## config.mk

```make
export PLATFORM = sky130hd
export DESIGN_NAME = websocket_frame_decoder
export DESIGN_NICKNAME = d
export VERILOG_FILES = /design/src/rtl/wfd_pkg.sv /design/src/rtl/wfd_parser.sv /design/src/rtl/wfd_fifo.sv /design/src/rtl/wfd_emitter.sv /design/src/rtl/websocket_frame_decoder.sv
export VERILOG_INCLUDE_DIRS = /design/src /design/src/rtl
export SDC_FILE = /design/constraint.sdc
export NUM_CORES = 1
export LEC_CHECK = 0
export ABC_AREA = 1
export BUFFER_PORTS_ARGS = -buffer_cell sky130_fd_sc_hd__buf_2
export CAP_MARGIN = 20
export CORE_MARGIN = 3
export CORE_UTILIZATION = 35
export DETAILED_ROUTE_END_ITERATION = 16
export SYNTH_ARGS = -nofsm -noshare
export SYNTH_HDL_FRONTEND = slang
export SYNTH_HIERARCHICAL = 1
export SYNTH_SLANG_ARGS = --single-unit
```

## constraint.sdc

```tcl
create_clock -name clock -period 6.95 [get_ports clock]
set_clock_uncertainty 0.1 [all_clocks]
set_input_delay 0 -clock clock [delete_from_list [all_inputs] [get_ports clock]]
set_output_delay 0 -clock clock [all_outputs]
set_load 0.05 [all_outputs]
```

## src/rtl/websocket_frame_decoder_defines.svh

```systemverilog
// Assertion macros shared by the WebSocket frame decoder RTL.
// No dependencies; included by the files that carry assertions.
`ifndef WEBSOCKET_FRAME_DECODER_DEFINES_SVH
`define WEBSOCKET_FRAME_DECODER_DEFINES_SVH

// cond must never be true at a clock edge outside reset
`define WFD_ASSERT_NEVER(lbl, clk, rst, cond) \
   lbl: assert property (@(posedge clk) disable iff (rst) !(cond)) \
      else $error("wfd assertion failed: condition must never hold");

// ante at one edge implies cons at the next edge
`define WFD_ASSERT_NEXT(lbl, clk, rst, ante, cons) \
   lbl: assert property (@(posedge clk) disable iff (rst) (ante) |=> (cons)) \
      else $error("wfd assertion failed: expected consequence missing");

`endif

```

## src/rtl/wfd_pkg.sv

```systemverilog
// Package for the WebSocket frame decoder: codes, reset values and the command type.
// No dependencies.
`default_nettype none

package wfd_pkg;

   // parse phases
   localparam logic [2:0] PH_HDR0 = 3'd0;
   localparam logic [2:0] PH_HDR1 = 3'd1;
   localparam logic [2:0] PH_EXT  = 3'd2;
   localparam logic [2:0] PH_MASK = 3'd3;
   localparam logic [2:0] PH_DATA = 3'd4;

   // result events
   localparam logic [2:0] EV_BYTE    = 3'd0;
   localparam logic [2:0] EV_EMPTY   = 3'd1;
   localparam logic [2:0] EV_CLOSE   = 3'd2;
   localparam logic [2:0] EV_BADOP   = 3'd3;
   localparam logic [2:0] EV_TOOLONG = 3'd4;

   // frame kinds
   localparam logic [2:0] KIND_CONT = 3'd0;
   localparam logic [2:0] KIND_TEXT = 3'd1;
   localparam logic [2:0] KIND_BIN  = 3'd2;
   localparam logic [2:0] KIND_PING = 3'd3;
   localparam logic [2:0] KIND_PONG = 3'd4;

   // opcodes
   localparam logic [3:0] OP_CONT  = 4'h0;
   localparam logic [3:0] OP_TEXT  = 4'h1;
   localparam logic [3:0] OP_BIN   = 4'h2;
   localparam logic [3:0] OP_CLOSE = 4'h8;
   localparam logic [3:0] OP_PING  = 4'h9;
   localparam logic [3:0] OP_PONG  = 4'hA;

   // 7-bit length escapes
   localparam logic [6:0] LEN7_EXT16 = 7'd126;
   localparam logic [3:0] EXT16_BYTES = 4'd2;
   localparam logic [3:0] EXT64_BYTES = 4'd8;
   localparam logic [2:0] MASK_BYTES  = 3'd4;

   // configuration registers
   localparam int CSR_INDEX_W = 1;
   localparam logic [CSR_INDEX_W-1:0] CSR_SERVER_ROLE = 1'b0;
   localparam logic [CSR_INDEX_W-1:0] CSR_MAX_MSG     = 1'b1;
   localparam logic        SERVER_ROLE_RESET = 1'b0;
   localparam logic [31:0] MAX_MSG_RESET     = 32'd65536;

   localparam int WFD_QUEUE_DEPTH = 4;

   typedef struct packed {
      logic [2:0] event_res;
      logic [7:0] data;
      logic [7:0] key;
      logic [2:0] frame_kind;
      logic       last_of_frame;
      logic       last_of_message;
   } wfd_cmd_type;

endpackage

`default_nettype wire

```

## src/rtl/wfd_parser.sv

```systemverilog
// Front end: frame header parser, length check and per-byte command generation.
// Depends on wfd_pkg and websocket_frame_decoder_defines.svh.
`default_nettype none
`include "websocket_frame_decoder_defines.svh"

module wfd_parser
   import wfd_pkg::*;
(
   input  wire logic        clock,
   input  wire logic        reset,
   input  wire logic        byte_valid,
   input  wire logic [7:0]  rx_byte,
   input  wire logic        server_role,
   input  wire logic [31:0] max_message_bytes,
   output wfd_cmd_type      cmd,
   output logic             cmd_push
);

   logic [2:0]  phase_ff, phase_in;
   logic        fin_ff, fin_in;
   logic [2:0]  kind_ff, kind_in;
   logic [3:0]  ext_left_ff, ext_left_in;
   logic [63:0] len_ff, len_in;
   logic [1:0]  idx_ff, idx_in;
   logic [31:0] key_ff, key_in;
   logic [2:0]  mask_left_ff, mask_left_in;
   logic [32:0] acc_ff, acc_in;
   logic        halted_ff, halted_in;

   logic [63:0] new_len;
   logic [33:0] acc_sum;
   logic        too_long;
   logic        is_data;
   logic        len_done;
   logic        hdr_done;
   logic        last_byte;
   logic [7:0]  key_byte;
   logic        stop_ev;

   always_comb begin
      new_len = '0;
      if (phase_ff == PH_EXT) begin
         new_len = {len_ff[55:0], rx_byte};
      end else begin
         new_len = {57'd0, rx_byte[6:0]};
      end
   end

   assign is_data = (kind_ff == KIND_CONT) || (kind_ff == KIND_TEXT) || (kind_ff == KIND_BIN);
   assign acc_sum = {1'b0, acc_ff} + {1'b0, new_len[32:0]};
   assign too_long = is_data
      ? ((|new_len[63:33]) || (acc_sum > {2'b00, max_message_bytes}))
      : ((|new_len[63:32]) || (new_len[31:0] > max_message_bytes));

   assign last_byte = (len_ff == 64'd1);

   always_comb begin
      case (idx_ff)
         2'd0:    key_byte = key_ff[31:24];
         2'd1:    key_byte = key_ff[23:16];
         2'd2:    key_byte = key_ff[15:8];
         default: key_byte = key_ff[7:0];
      endcase
      if (!server_role) begin
         key_byte = 8'd0;
      end
   end

   always_comb begin
      phase_in     = phase_ff;
      fin_in       = fin_ff;
      kind_in      = kind_ff;
      ext_left_in  = ext_left_ff;
      len_in       = len_ff;
      idx_in       = idx_ff;
      key_in       = key_ff;
      mask_left_in = mask_left_ff;
      acc_in       = acc_ff;
      halted_in    = halted_ff;
      len_done     = 1'b0;
      hdr_done     = 1'b0;
      cmd_push     = 1'b0;
      cmd          = '0;

      if (byte_valid && !halted_ff) begin
         case (phase_ff)
            PH_HDR1: begin
               len_in = '0;
               if (rx_byte[6:0] >= LEN7_EXT16) begin
                  ext_left_in = (rx_byte[6:0] == LEN7_EXT16) ? EXT16_BYTES : EXT64_BYTES;
                  phase_in    = PH_EXT;
               end else begin
                  len_done = 1'b1;
               end
            end
            PH_EXT: begin
               len_in      = new_len;
               ext_left_in = ext_left_ff - 4'd1;
               if (ext_left_ff == 4'd1) begin
                  len_done = 1'b1;
               end
            end
            PH_MASK: begin
               key_in       = {key_ff[23:0], rx_byte};
               mask_left_in = mask_left_ff - 3'd1;
               if (mask_left_ff == 3'd1) begin
                  hdr_done = 1'b1;
               end
            end
            PH_DATA: begin
               len_in   = len_ff - 64'd1;
               idx_in   = idx_ff + 2'd1;
               if (last_byte) begin
                  phase_in = PH_HDR0;
               end
               cmd_push            = 1'b1;
               cmd.event_res       = EV_BYTE;
               cmd.data            = rx_byte;
               cmd.key             = key_byte;
               cmd.frame_kind      = kind_ff;
               cmd.last_of_frame   = last_byte;
               cmd.last_of_message = last_byte & fin_ff;
            end
            default: begin
               fin_in   = rx_byte[7];
               phase_in = PH_HDR1;
               case (rx_byte[3:0])
                  OP_CONT:  kind_in = KIND_CONT;
                  OP_TEXT:  kind_in = KIND_TEXT;
                  OP_BIN:   kind_in = KIND_BIN;
                  OP_PING:  kind_in = KIND_PING;
                  OP_PONG:  kind_in = KIND_PONG;
                  OP_CLOSE: begin
                     phase_in      = PH_HDR0;
                     halted_in     = 1'b1;
                     cmd_push      = 1'b1;
                     cmd.event_res = EV_CLOSE;
                  end
                  default: begin
                     phase_in      = PH_HDR0;
                     halted_in     = 1'b1;
                     cmd_push      = 1'b1;
                     cmd.event_res = EV_BADOP;
                  end
               endcase
            end
         endcase

         if (len_done) begin
            len_in = new_len;
            if (too_long) begin
               halted_in     = 1'b1;
               cmd_push      = 1'b1;
               cmd.event_res = EV_TOOLONG;
            end else begin
               if (is_data) begin
                  acc_in = fin_ff ? 33'd0 : acc_sum[32:0];
               end
               if (server_role) begin
                  mask_left_in = MASK_BYTES;
                  key_in       = '0;
                  phase_in     = PH_MASK;
               end else begin
                  hdr_done = 1'b1;
               end
            end
         end

         if (hdr_done) begin
            idx_in = 2'd0;
            if (len_in == 64'd0) begin
               phase_in = PH_HDR0;
               if (fin_ff) begin
                  cmd_push            = 1'b1;
                  cmd.event_res       = EV_EMPTY;
                  cmd.frame_kind      = kind_ff;
                  cmd.last_of_frame   = 1'b1;
                  cmd.last_of_message = 1'b1;
               end
            end else begin
               phase_in = PH_DATA;
            end
         end
      end
   end

   always_ff @(posedge clock) begin
      if (reset) begin
         phase_ff     <= PH_HDR0;
         fin_ff       <= 1'b0;
         kind_ff      <= KIND_CONT;
         ext_left_ff  <= '0;
         len_ff       <= '0;
         idx_ff       <= '0;
         key_ff       <= '0;
         mask_left_ff <= '0;
         acc_ff       <= '0;
         halted_ff    <= 1'b0;
      end else begin
         phase_ff     <= phase_in;
         fin_ff       <= fin_in;
         kind_ff      <= kind_in;
         ext_left_ff  <= ext_left_in;
         len_ff       <= len_in;
         idx_ff       <= idx_in;
         key_ff       <= key_in;
         mask_left_ff <= mask_left_in;
         acc_ff       <= acc_in;
         halted_ff    <= halted_in;
      end
   end

   assign stop_ev = cmd_push && (cmd.event_res inside {EV_CLOSE, EV_BADOP, EV_TOOLONG});

   `WFD_ASSERT_NEVER(a_halted_silent, clock, reset, halted_ff && cmd_push)
   `WFD_ASSERT_NEXT(a_stop_event_halts, clock, reset, stop_ev, halted_ff)
   `WFD_ASSERT_NEVER(a_phase_legal, clock, reset, phase_ff > PH_DATA)

endmodule

`default_nettype wire

```

## src/rtl/wfd_fifo.sv

```systemverilog
// Short command queue between the header parser and the result stage.
// Depends on wfd_pkg and websocket_frame_decoder_defines.svh.
`default_nettype none
`include "websocket_frame_decoder_defines.svh"

module wfd_fifo
   import wfd_pkg::*;
#(
   parameter int DEPTH = WFD_QUEUE_DEPTH
)
(
   input  wire logic  clock,
   input  wire logic  reset,
   input  wire logic  push,
   input  wire wfd_cmd_type push_data,
   input  wire logic  pop,
   output wfd_cmd_type pop_data,
   output logic       full,
   output logic       empty
);

   localparam int PW = $clog2(DEPTH);
   localparam int CW = $clog2(DEPTH + 1);

   wfd_cmd_type        entries_ff [DEPTH];
   logic [PW-1:0]      wr_ptr_ff, wr_ptr_in;
   logic [PW-1:0]      rd_ptr_ff, rd_ptr_in;
   logic [CW-1:0]      count_ff, count_in;
   logic               do_push;
   logic               do_pop;

   assign full     = (count_ff == CW'(DEPTH));
   assign empty    = (count_ff == '0);
   assign do_push  = push && !full;
   assign do_pop   = pop && !empty;
   assign pop_data = entries_ff[rd_ptr_ff];

   always_comb begin
      wr_ptr_in = wr_ptr_ff;
      rd_ptr_in = rd_ptr_ff;
      count_in  = count_ff;
      if (do_push) begin
         wr_ptr_in = (wr_ptr_ff == PW'(DEPTH - 1)) ? '0 : wr_ptr_ff + PW'(1);
      end
      if (do_pop) begin
         rd_ptr_in = (rd_ptr_ff == PW'(DEPTH - 1)) ? '0 : rd_ptr_ff + PW'(1);
      end
      if (do_push && !do_pop) begin
         count_in = count_ff + CW'(1);
      end else if (do_pop && !do_push) begin
         count_in = count_ff - CW'(1);
      end
   end

   always_ff @(posedge clock) begin
      if (do_push) begin
         entries_ff[wr_ptr_ff] <= push_data;
      end
   end

   always_ff @(posedge clock) begin
      if (reset) begin
         wr_ptr_ff <= '0;
         rd_ptr_ff <= '0;
         count_ff  <= '0;
      end else begin
         wr_ptr_ff <= wr_ptr_in;
         rd_ptr_ff <= rd_ptr_in;
         count_ff  <= count_in;
      end
   end

   `WFD_ASSERT_NEVER(a_no_overflow, clock, reset, push && full)
   `WFD_ASSERT_NEVER(a_count_bound, clock, reset, count_ff > CW'(DEPTH))

endmodule

`default_nettype wire

```

## src/rtl/wfd_emitter.sv

```systemverilog
// Back end: unmasks payload bytes and holds the result presented to the consumer.
// Depends on wfd_pkg.
`default_nettype none

module wfd_emitter
   import wfd_pkg::*;
(
   input  wire logic        clock,
   input  wire logic        reset,
   input  wire wfd_cmd_type cmd,
   input  wire logic        cmd_valid,
   output logic             cmd_pop,
   input  wire logic        rsp_pop,
   output logic             rsp_empty,
   output logic [2:0]       rsp_event_res,
   output logic [7:0]       rsp_payload_byte,
   output logic [2:0]       rsp_frame_kind,
   output logic             rsp_last_of_frame,
   output logic             rsp_last_of_message
);

   logic       valid_ff, valid_in;
   logic [2:0] event_ff;
   logic [7:0] byte_ff;
   logic [2:0] kind_ff;
   logic       lof_ff;
   logic       lom_ff;
   logic       load;

   assign load     = cmd_valid && (!valid_ff || rsp_pop);
   assign cmd_pop  = load;
   assign valid_in = load ? 1'b1 : (rsp_pop ? 1'b0 : valid_ff);

   always_ff @(posedge clock) begin
      if (reset) begin
         valid_ff <= 1'b0;
      end else begin
         valid_ff <= valid_in;
      end
   end

   always_ff @(posedge clock) begin
      if (load) begin
         event_ff <= cmd.event_res;
         byte_ff  <= cmd.data ^ cmd.key;
         kind_ff  <= cmd.frame_kind;
         lof_ff   <= cmd.last_of_frame;
         lom_ff   <= cmd.last_of_message;
      end
   end

   assign rsp_empty           = !valid_ff;
   assign rsp_event_res       = event_ff;
   assign rsp_payload_byte    = byte_ff;
   assign rsp_frame_kind      = kind_ff;
   assign rsp_last_of_frame   = lof_ff;
   assign rsp_last_of_message = lom_ff;

endmodule

`default_nettype wire

```

## src/rtl/websocket_frame_decoder.sv

```systemverilog
// WebSocket receive deframer: one stream byte per cycle while req_full is low, at most one result per byte.
// A result passes through the command queue and then the result stage register before it reaches the rsp_ ports.
// Throughput: one byte per cycle sustained while req_full is low; req_full rises only when the command queue fills.
// Reset (synchronous, active high) returns the parser to the first header byte, clears the
// halt, empties the queue and result stage, and restores server_role 0, max 65536 bytes.
// Depends on wfd_pkg, wfd_parser, wfd_fifo and wfd_emitter.
`default_nettype none

module websocket_frame_decoder
   import wfd_pkg::*;
#(
   parameter int QUEUE_DEPTH = WFD_QUEUE_DEPTH
)
(
   input  wire logic                   clock,
   input  wire logic                   reset,
   input  wire logic                   req_push,
   output logic                        req_full,
   input  wire logic [7:0]             req_rx_byte,
   output logic                        rsp_empty,
   input  wire logic                   rsp_pop,
   output logic [2:0]                  rsp_event_res,
   output logic [7:0]                  rsp_payload_byte,
   output logic [2:0]                  rsp_frame_kind,
   output logic                        rsp_last_of_frame,
   output logic                        rsp_last_of_message,
   input  wire logic                   csr_we,
   input  wire logic [CSR_INDEX_W-1:0] csr_index,
   input  wire logic [31:0]            csr_wdata
);

   logic        server_role_ff;
   logic [31:0] max_msg_ff;
   logic        byte_valid;
   wfd_cmd_type front_cmd;
   logic        front_push;
   wfd_cmd_type back_cmd;
   logic        q_empty;
   logic        back_pop;

   always_ff @(posedge clock) begin
      if (reset) begin
         server_role_ff <= SERVER_ROLE_RESET;
         max_msg_ff     <= MAX_MSG_RESET;
      end else if (csr_we) begin
         case (csr_index)
            CSR_SERVER_ROLE: server_role_ff <= csr_wdata[0];
            CSR_MAX_MSG:     max_msg_ff     <= csr_wdata;
            default:         ;
         endcase
      end
   end

   assign byte_valid = req_push && !req_full;

   wfd_parser u_parser (
      .clock             (clock),
      .reset             (reset),
      .byte_valid        (byte_valid),
      .rx_byte           (req_rx_byte),
      .server_role       (server_role_ff),
      .max_message_bytes (max_msg_ff),
      .cmd               (front_cmd),
      .cmd_push          (front_push)
   );

   wfd_fifo #(
      .DEPTH (QUEUE_DEPTH)
   ) u_fifo (
      .clock     (clock),
      .reset     (reset),
      .push      (front_push),
      .push_data (front_cmd),
      .pop       (back_pop),
      .pop_data  (back_cmd),
      .full      (req_full),
      .empty     (q_empty)
   );

   wfd_emitter u_emitter (
      .clock               (clock),
      .reset               (reset),
      .cmd                 (back_cmd),
      .cmd_valid           (!q_empty),
      .cmd_pop             (back_pop),
      .rsp_pop             (rsp_pop),
      .rsp_empty           (rsp_empty),
      .rsp_event_res       (rsp_event_res),
      .rsp_payload_byte    (rsp_payload_byte),
      .rsp_frame_kind      (rsp_frame_kind),
      .rsp_last_of_frame   (rsp_last_of_frame),
      .rsp_last_of_message (rsp_last_of_message)
   );

endmodule

`default_nettype wire

```

==> results of run 1 <==
==> registers in the layout, summed over array words and instances (netlist names), 2 cells and up, named ones only <==
| register | count |
|---|---|
| u_emitter/rsp_payload_byte | 8 |
| u_parser/ext_left_ff | 4 |
| u_parser/mask_left_ff | 3 |
| u_parser/kind_ff | 3 |
| u_parser/acc_ff | 33 |
| u_parser/len_ff | 64 |
| u_parser/key_ff | 32 |
| u_fifo/wr_ptr_ff | 2 |
| u_emitter/rsp_event_res | 3 |
| u_parser/idx_ff | 2 |
| u_parser/phase_ff | 3 |
| u_fifo/entries_ff | 96 |
| u_fifo/rd_ptr_ff | 2 |
| u_fifo/count_ff | 3 |
| u_emitter/rsp_frame_kind | 3 |
| max_msg_ff | 32 |
==> tightest hold or removal path, cell delays in order <==
cell	delay [ps]
buf_2	170
inv_1	260
nand2_1	90
o2111ai_1	90
inv_1	40
==> per-stage QoR <==
stage,setup WS (ps),std cells
2_1_floorplan,1190,2780
3_3_place_gp,882,3518
3_5_place_dp,843,3518
4_1_cts,831,3634
5_1_grt,40.6,3635
6_report,763,3635
==> cells in the final DEF (no fill, tap or decap), drive strengths merged <==
cell,netlist,layout
nand2,559,559
nor2,444,444
inv,393,393
o21ai,218,218
nand3,206,206
a21oi,195,195
dfxtp,189,189
edfxtp,112,112
buf,48,98
ha,93,93
dlygate4sd3,0,50
clkbuf,50,47
o211ai,41,41
nand4,37,37
xor2,27,27
o22ai,26,26
nand3b,22,22
o221ai,21,21
o2111ai,19,19
nor3,18,18
clkinv,3,16
xnor2,13,13
a31oi,8,8
a211oi,7,7
a21o,5,5
nor4,5,5
and2,4,4
clkinvlp,0,4
o21bai,3,3
a22oi,3,3
o31ai,3,3
bufinv,0,2
fa,2,2
a31o,1,1
or2,1,1
nor3b,1,1
a21boi,1,1
nor4b,1,1
or3b,1,1
==> power breakdown <==
group          total, mW  internal, mW  switching [mW]
Sequential          2.31          2.10           0.202
Clock               1.93          1.12           0.809
Combinational       2.39         0.692            1.69
==> kinds of logic (layout without fill, tap and decap cells) <==
kind of cell	count (synthesis)	in the layout	share of synthesized area
adders and majority gates	95	95	0.0620
xor gates and xnor gates	40	40	0.0180
and+or+nand+nor	1299	1299	0.283
buffers and inverters	494	610	0.102
AOI/OAI and AO/OA	551	551	0.167
DFF	301	301	0.368
==> how the worst max path moves through the flow <==
stage,startpoint,to
3_3_place_gp,u_parser/phase_ff[1]$_SDFFE_PP0P_,u_fifo/count_ff[2]$_SDFFE_PP0P_
4_1_cts,u_parser/phase_ff[1]$_SDFFE_PP0P_,u_fifo/count_ff[2]$_SDFFE_PP0P_
2_1_floorplan,u_parser/phase_ff[0]$_SDFFE_PP0P_,u_fifo/entries_ff[3][0]$_DFFE_PP_
3_5_place_dp,u_parser/phase_ff[1]$_SDFFE_PP0P_,u_fifo/count_ff[2]$_SDFFE_PP0P_
5_1_grt,u_parser/phase_ff[1]$_SDFFE_PP0P_,u_fifo/count_ff[2]$_SDFFE_PP0P_
6_report,u_parser/phase_ff[1]$_SDFFE_PP0P_,u_fifo/count_ff[2]$_SDFFE_PP0P_
==> layer usage <==
| layer | wire [um] | GRT usage | share of wire | vias up |
|---|---|---|---|---|
| li1 | - | - | - | 9398 |
| met1 | 29500 | 0.293 | 0.44 | 8841 |
| met2 | 30900 | 0.363 | 0.47 | 712 |
| met3 | 3970 | 0.0251 | 0.060 | 104 |
| met4 | 1980 | 0.0719 | 0.030 | 0 |
| met5 | 0 | 0 | 0 | - |
==> layout make-up <==
class / instances / area share
inverter: 396 / 0.0670
multi-input combinational: 1985 / 0.464
clock inverter: 19 / 0.00900
tap: 739 / 0.0416
clock buffer: 47 / 0.0456
sequential: 301 / 0.321
timing repair buffer: 148 / 0.0512
==> results.toml, run 1 <==
[floorplanning]
die-area_um2 = 58400
fp.dieW_um = 242
core_area_um2 = 54300
fp.dieH_um = 242
io_pins = 64
initial_utilization = 0.357
row_count = 85

[grt]
antenna_found_initial = 0
gr-total-overflow = 0
grt_pass1_vias = 17600
grt_pass1_wl_um = 102000
grt_max_degree = 104
grt_use_total = 0.218

[placed_design]
routabilityCongestion = 0.952
portBuffers = 63
place_hpwl_um = 49100
placed_cell_area_um2 = 20500

[critical_path]
worstSetupEndpointType = "flop"
max_stage_delay_ps = 400
reg2reg_depth = 45
r2r-start = "u_parser/phase_ff[1]$_SDFFE_PP0P_"
cp.required_ps = 7300
arrival_ps = 6540
r2r_end = "u_fifo/count_ff[2]$_SDFFE_PP0P_"
cp_top_family = "simple AND/OR/NAND/NOR gates"
critPathMaxFanout = 14
ff2ff_setup_slack_ps = 760
crit_buf_inv = 10
crit_type = "reg2reg"
slowest_stage = "dfxtp_1"
path_depth = 45
start_kind = "flop"
critPathMostFrequentCell = "nand2_1"

[synth]
async_reset_ff_frac = 0
synth_cells = 2780
yosys.area.top_type = "dfxtp_1"
synth_seq_area_share = 0.368
ys_ff_latch = 301
synth_common_cells = "nand2_1, nor2_1, inv_1"
synth_area_um2 = 19400
syn_area_per_cell_um2 = 6.99
synth_area_leaders = "dfxtp_1, edfxtp_1, nand2_1"
synth.most_common_cell = "nand2_1"
synth_nets = 2921
synth_flop_cell = "dfxtp_1"
synth_warnings = 6
synth_edf_count = 112
ys_types = 52
synth_top_area_share = 0.195

[min_path]
hold_class = "in2reg"
min_delay_worst_endpoint = "u_parser/key_ff[6]$_SDFFE_PP0P_"
worstHoldStart = "req_rx_byte[6]"
worstHoldPathCells = 5

[power]
peakVddDrop_mv = 0.207
p_total_mw = 6.62
power_density_nw_per_um2 = 298
p_leak_nw = 9.98

[timing]
slew_headroom = 0.326
fmax_ghz = 0.162
finalHoldViolations = 0
rsz0062_at_grt = "false"
worst_pin_slew_ps = 1010
setup_viol = 0
period_share = 0.890
hold_slack_ps = 42.7
layout_min_cycle_time_ps = 6190
tns_ps = 0
finalMaxSlewViolations = 0

[clock_network]
ctsHtreeMaxLevel = 2
post-cts-setup-buffers = 0
cts_hold_buf = 50
cts_made_buffers = 38
cts_resized = 0
numClockSinks = 301
clk_latency_ps = 560
clk_pin_slew_worst_paths_ps = 60
cts_tree = "done"
root_buffer = "clkbuf_16"
clk_path_buf_depth = 3

[layout]
n_fill_cell = 5676
post-route-util = 0.409
final_area_um2 = 22200
syn_to_final_growth_pct = 14.5
diodes = 0
register_area_um2 = 7150
drive_gt1_frac = 0.0805
multi_input_area_um2 = 10300
fin_nets = 3011

[routing]
post_drt_wl_per_cell_um = 18.2
drtIter0Drc = 1738
num_vias = 19100
via_per_inst = 5.24
drc = 0
drt-pass1-iter-count = 7
wl_um = 66300
antenna_left = 0

[status]
status = "completed"

[flow_run]
drv_cap = 0
(Power assumes the default switching activity.)
==> run 2: changes to the inputs <==
Settings changed: CELL_PAD_IN_SITES_DETAIL_PLACEMENT set to 0, CELL_PAD_IN_SITES_GLOBAL_PLACEMENT set to 1, PLACE_DENSITY_LB_ADDON set to 0.25.
==> run 2 against run 1 <==
Against the previous run: non-clock buffer count fell by 12; core utilization decreased by 0.24 points; global-route usage grew 0.84 points; largest cell class unchanged; critical endpoint unchanged; via count shrank 1.4%.
==> results.toml, run 2 (synthesis gave the netlist of run 1 again) <==
[grt]
grt_util_met2 = 0.383
grt_pass1_wl_um = 105000
grt.busiest_layer = "met2"
gr-total-overflow = 0
met3_usage = 0.0249
met1_usage = 0.306
antenna_found_initial = 0
grt_use_total = 0.226
grt_max_degree = 79
grt_pass1_vias = 18100

[floorplanning]
fp.dieW_um = 242
fp.dieH_um = 242
core_area_um2 = 54300
row_count = 85
die-area_um2 = 58400
initial_utilization = 0.357
io_pins = 64

[critical_path]
start_kind = "flop"
critPathMaxFanout = 23
cp.required_ps = 7360
worstSetupEndpointType = "flop"
slowest_stage = "dfxtp_1"
max_stage_delay_ps = 420
arrival_ps = 6730
critPathMostFrequentCell = "nand2_1"
crit_type = "reg2reg"

[placed_design]
routabilityCongestion = 0.939
place_ws_ps = 585
portBuffers = 63
place_hpwl_um = 49600

[layout]
drive_gt1_frac = 0.0748
diodes = 0
reg_top3 = "u_fifo/entries_ff (96), u_parser/len_ff (64), u_parser/acc_ff (33)"
fin_nets = 2999
top_register = "u_fifo/entries_ff"
syn_to_final_growth_pct = 13.8
layout_common_cells = "nand2_1, nor2_1, inv_1"
largest_reg_flops = 96
final_common_cell = "nand2_1"

[routing]
antenna_left = 0
via_per_inst = 5.18
post_drt_wl_per_cell_um = 18.7
wl_um = 67600
drt-pass1-iter-count = 6
drc = 0
drtIter0Drc = 1562
num_vias = 18800

[clock_network]
cts_made_buffers = 38
ctsHtreeMaxLevel = 2
cts_tree = "done"
root_buffer = "clkbuf_16"
numClockSinks = 301
clk_path_buf_depth = 3
clk_pin_slew_worst_paths_ps = 60
clk_latency_ps = 580

[power]
peakVddDrop_mv = 0.181
power_density_nw_per_um2 = 299
p_leak_nw = 9.90

[timing]
setup_slack_ps = 631
worst_pin_slew_ps = 1170
layout_min_cycle_time_ps = 6320
fmax_ghz = 0.158
period_share = 0.909
setup_viol = 0
finalHoldViolations = 0
finalMaxSlewViolations = 0
slew_headroom = 0.221
tns_ps = 0
rsz0062_at_grt = "false"

[min_path]
hold_class = "in2reg"

[status]
status = "completed"

[flow_run]
drv_cap = 0
run 2: cell count changes in the layout (fill, tap and decap cells not counted), moves of 2 or more:
cell,before,now
clkinv_1,6,11
clkinvlp_2,2,0
clkinv_4,2,0
clkinv_8,2,0
dlygate4sd3_1,50,52
clkinvlp_4,2,4
buf_12,4,0
buf_4,31,21
run 2: report_power, final:
group | internal [mW] | switching [mW]
clock network | 1.09 | 0.840
logic | 0.685 | 1.70
registers | 2.11 | 0.183
run 2: what timing repair did:
action,CTS,global route
hold buffers,52,0
buffers inserted,0,0
hold endpoints to repair,117,0
gates resized for setup,0,1
endpoints found under the setup margin,0,2
run 2: critical path, delay by kind of cell, from the launching register on:
kind                     cells  cell delay, ps
flip-flops                   1             420
adder cells (fa/ha/maj)      4            1240
AO/OA/AOI/OAI                3             720
AND/OR/NAND/NOR             23            2970
buffers and inverters        7             640
XOR/XNOR                     1             160
run 2: final cells by class:
| class | instances | area, um2 |
|---|---|---|
| inverters | 396 | 1490 |
| well taps | 739 | 925 |
| flip-flops and latches | 301 | 7150 |
| multi-input cells | 1985 | 10300 |
| clock inverters | 21 | 194 |
| repair buffers | 136 | 1000 |
| fillers | 5717 | 32200 |
| clock buffers | 48 | 1020 |
run 2: path summary, 6_finish.rpt:
kind	from	to	slack, ps	depth (start not counted)
min	csr_index	max_msg_ff[28]$_SDFFE_PP0P_	60	4
min reg2reg	u_parser/acc_ff[32]$_SDFFE_PP0P_	u_parser/acc_ff[32]$_SDFFE_PP0P_	350	2
max	u_parser/phase_ff[0]$_SDFFE_PP0P_	u_fifo/count_ff[2]$_SDFFE_PP0P_	630	38
max reg2reg	u_parser/phase_ff[0]$_SDFFE_PP0P_	u_fifo/count_ff[2]$_SDFFE_PP0P_	630	38
run 2: per-layer routing:
layer  wire, um  vias up  share of wire
li1           -     9379              -
met1      31300     8832           0.46
met2      31800      485           0.47
met3       2880      101          0.043
met4       1650        0          0.024
met5          0        -              0
run 2: per-stage QoR:
stage	hold slack, ps	cell area (um2)	total power, mW	cells	utilization
global route	118	22100	7.03	3626	0.407
detailed placement	107	20400	4.68	3505	0.375
finish	63.9	22100	6.60	3626	0.407
floorplan	-37.6	19400	3.99	2780	-
CTS	29.8	22100	6.67	3626	0.407
global placement	102	20300	4.65	3504	0.374
==> run 3: changes to the inputs <==
Settings changed: CORE_UTILIZATION 35 to 46.
==> run 3 against run 2 <==
Against the previous run: global-route usage rose by 5.6 points; routed wire length decreased by 5.0%; worst setup slack worse by 43 ps; sequential cell count did not move; combinational power barely moved; total power rose by 2.1%; clock-buffer cell count decreased by 5; non-clock buffer count unchanged; die area decreased by 23%; via count grew 1.6%; critical path type unchanged; critical endpoint unchanged; largest cell class unchanged; highest routed layer unchanged.
==> results.toml, run 3 (synthesis gave the netlist of run 1 again) <==
[layout]
syn_to_final_growth_pct = 13.0
drive_gt1_frac = 0.0770
reg_top3 = "u_fifo/entries_ff (96), u_parser/len_ff (64), u_parser/acc_ff (33)"
layout_common_cells = "nand2_1, nor2_1, inv_1"
post-route-util = 0.532
fin_nets = 2998
largest_reg_flops = 96
finalNonFillerCells = 3416
final_area_um2 = 21900
final_common_cell = "nand2_1"
top_register = "u_fifo/entries_ff"

[routing]
antenna_left = 0
via_per_inst = 5.59
drc = 0
post_drt_wl_per_cell_um = 18.8
num_vias = 19100
drt-pass1-iter-count = 6
drtIter0Drc = 1596
wl_um = 64200

[timing]
hold_slack_ps = 27.0
tns_ps = 0
finalHoldViolations = 0
fmax_ghz = 0.157
setup_slack_ps = 588
finalMaxSlewViolations = 0
period_share = 0.915
worst_pin_slew_ps = 1090
rsz0062_at_grt = "false"
setup_viol = 0
slew_headroom = 0.273
layout_min_cycle_time_ps = 6360

[grt]
antenna_found_initial = 0
grt_pass1_vias = 18000
grt_use_total = 0.282
gr-total-overflow = 0
grt_max_degree = 99
grt_pass1_wl_um = 99300

[status]
status = "completed"

[clock_network]
clk_path_buf_depth = 3
root_buffer = "clkbuf_16"
ctsHtreeMaxLevel = 2
numClockSinks = 301
cts_made_buffers = 37
cts_tree = "done"
clk_latency_ps = 580
clk_pin_slew_worst_paths_ps = 60

[power]
power_density_nw_per_um2 = 307
peakVddDrop_mv = 0.180
p_total_mw = 6.74
p_leak_nw = 9.95

[critical_path]
max_stage_delay_ps = 420
crit_buf_inv = 9
reg2reg_depth = 40
arrival_ps = 6740
crit_type = "reg2reg"
cp.required_ps = 7330
cp_top_family = "simple AND/OR/NAND/NOR gates"
critPathMostFrequentCell = "nand2_1"
worstSetupEndpointType = "flop"
start_kind = "flop"
critPathMaxFanout = 23
path_depth = 40
slowest_stage = "dfxtp_1"

[floorplanning]
io_pins = 64
fp.dieH_um = 212
fp.dieW_um = 212
row_count = 74
core_area_um2 = 41300
die-area_um2 = 44700
initial_utilization = 0.470

[placed_design]
dp.cells = 3297
place_hpwl_um = 46600
routabilityCongestion = 0.958
place_ws_ps = 591
placed_cell_area_um2 = 20100
portBuffers = 63

[min_path]
hold_class = "in2reg"
worstHoldPathCells = 4

[flow_run]
drv_cap = 0
## run 3: repair_timing
item | in CTS | in global routing
gates resized for setup | 0 | 2
setup buffers | 0 | 0
endpoints found under the setup margin | 0 | 1
hold buffers | 53 | 0
hold endpoints to repair | 117 | 0
## run 3: where the power goes
group | leakage [nW] | internal, mW | switching (mW)
Sequential | 2.58 | 2.10 | 0.184
Clock | 0.624 | 1.24 | 0.847
Combinational | 6.74 | 0.674 | 1.69
Total | 9.95 | 4.02 | 2.72
## run 3: path summary, 6_finish.rpt
check                                          from                                to  slack, ps
hold / removal                            csr_index       max_msg_ff[27]$_SDFFE_PP0P_         30
hold reg to reg    u_parser/acc_ff[32]$_SDFFE_PP0P_  u_parser/acc_ff[32]$_SDFFE_PP0P_        350
setup reg to reg  u_parser/phase_ff[0]$_SDFFE_PP0P_   u_fifo/count_ff[2]$_SDFFE_PP0P_        590
setup / recovery  u_parser/phase_ff[0]$_SDFFE_PP0P_   u_fifo/count_ff[2]$_SDFFE_PP0P_        590
## run 3: worst min-delay path: stages
cell	delay [ps]
buf_2	110
nand2_2	370
o21ai_1	100
nor2_1	70
## run 3: per-layer routing
layer  up-vias  GRT usage  part of all wire
li1       9382          -                 -
met2       648      0.459              0.45
met1      8940      0.380              0.45
met4         0      0.123             0.043
met5         -          0                 0
met3       135     0.0335             0.058
## run 3: final cells by class
class                           count  area, um2
Fill cell                        4035      19300
Antenna cell                        1       2.50
Sequential cell                   301       7150
Inverter                          396       1490
Multi-Input combinational cell   1985      10300
Clock inverter                     22        363
Tap cell                          532        666
Clock buffer                       43        958
Timing Repair Buffer              136       1000
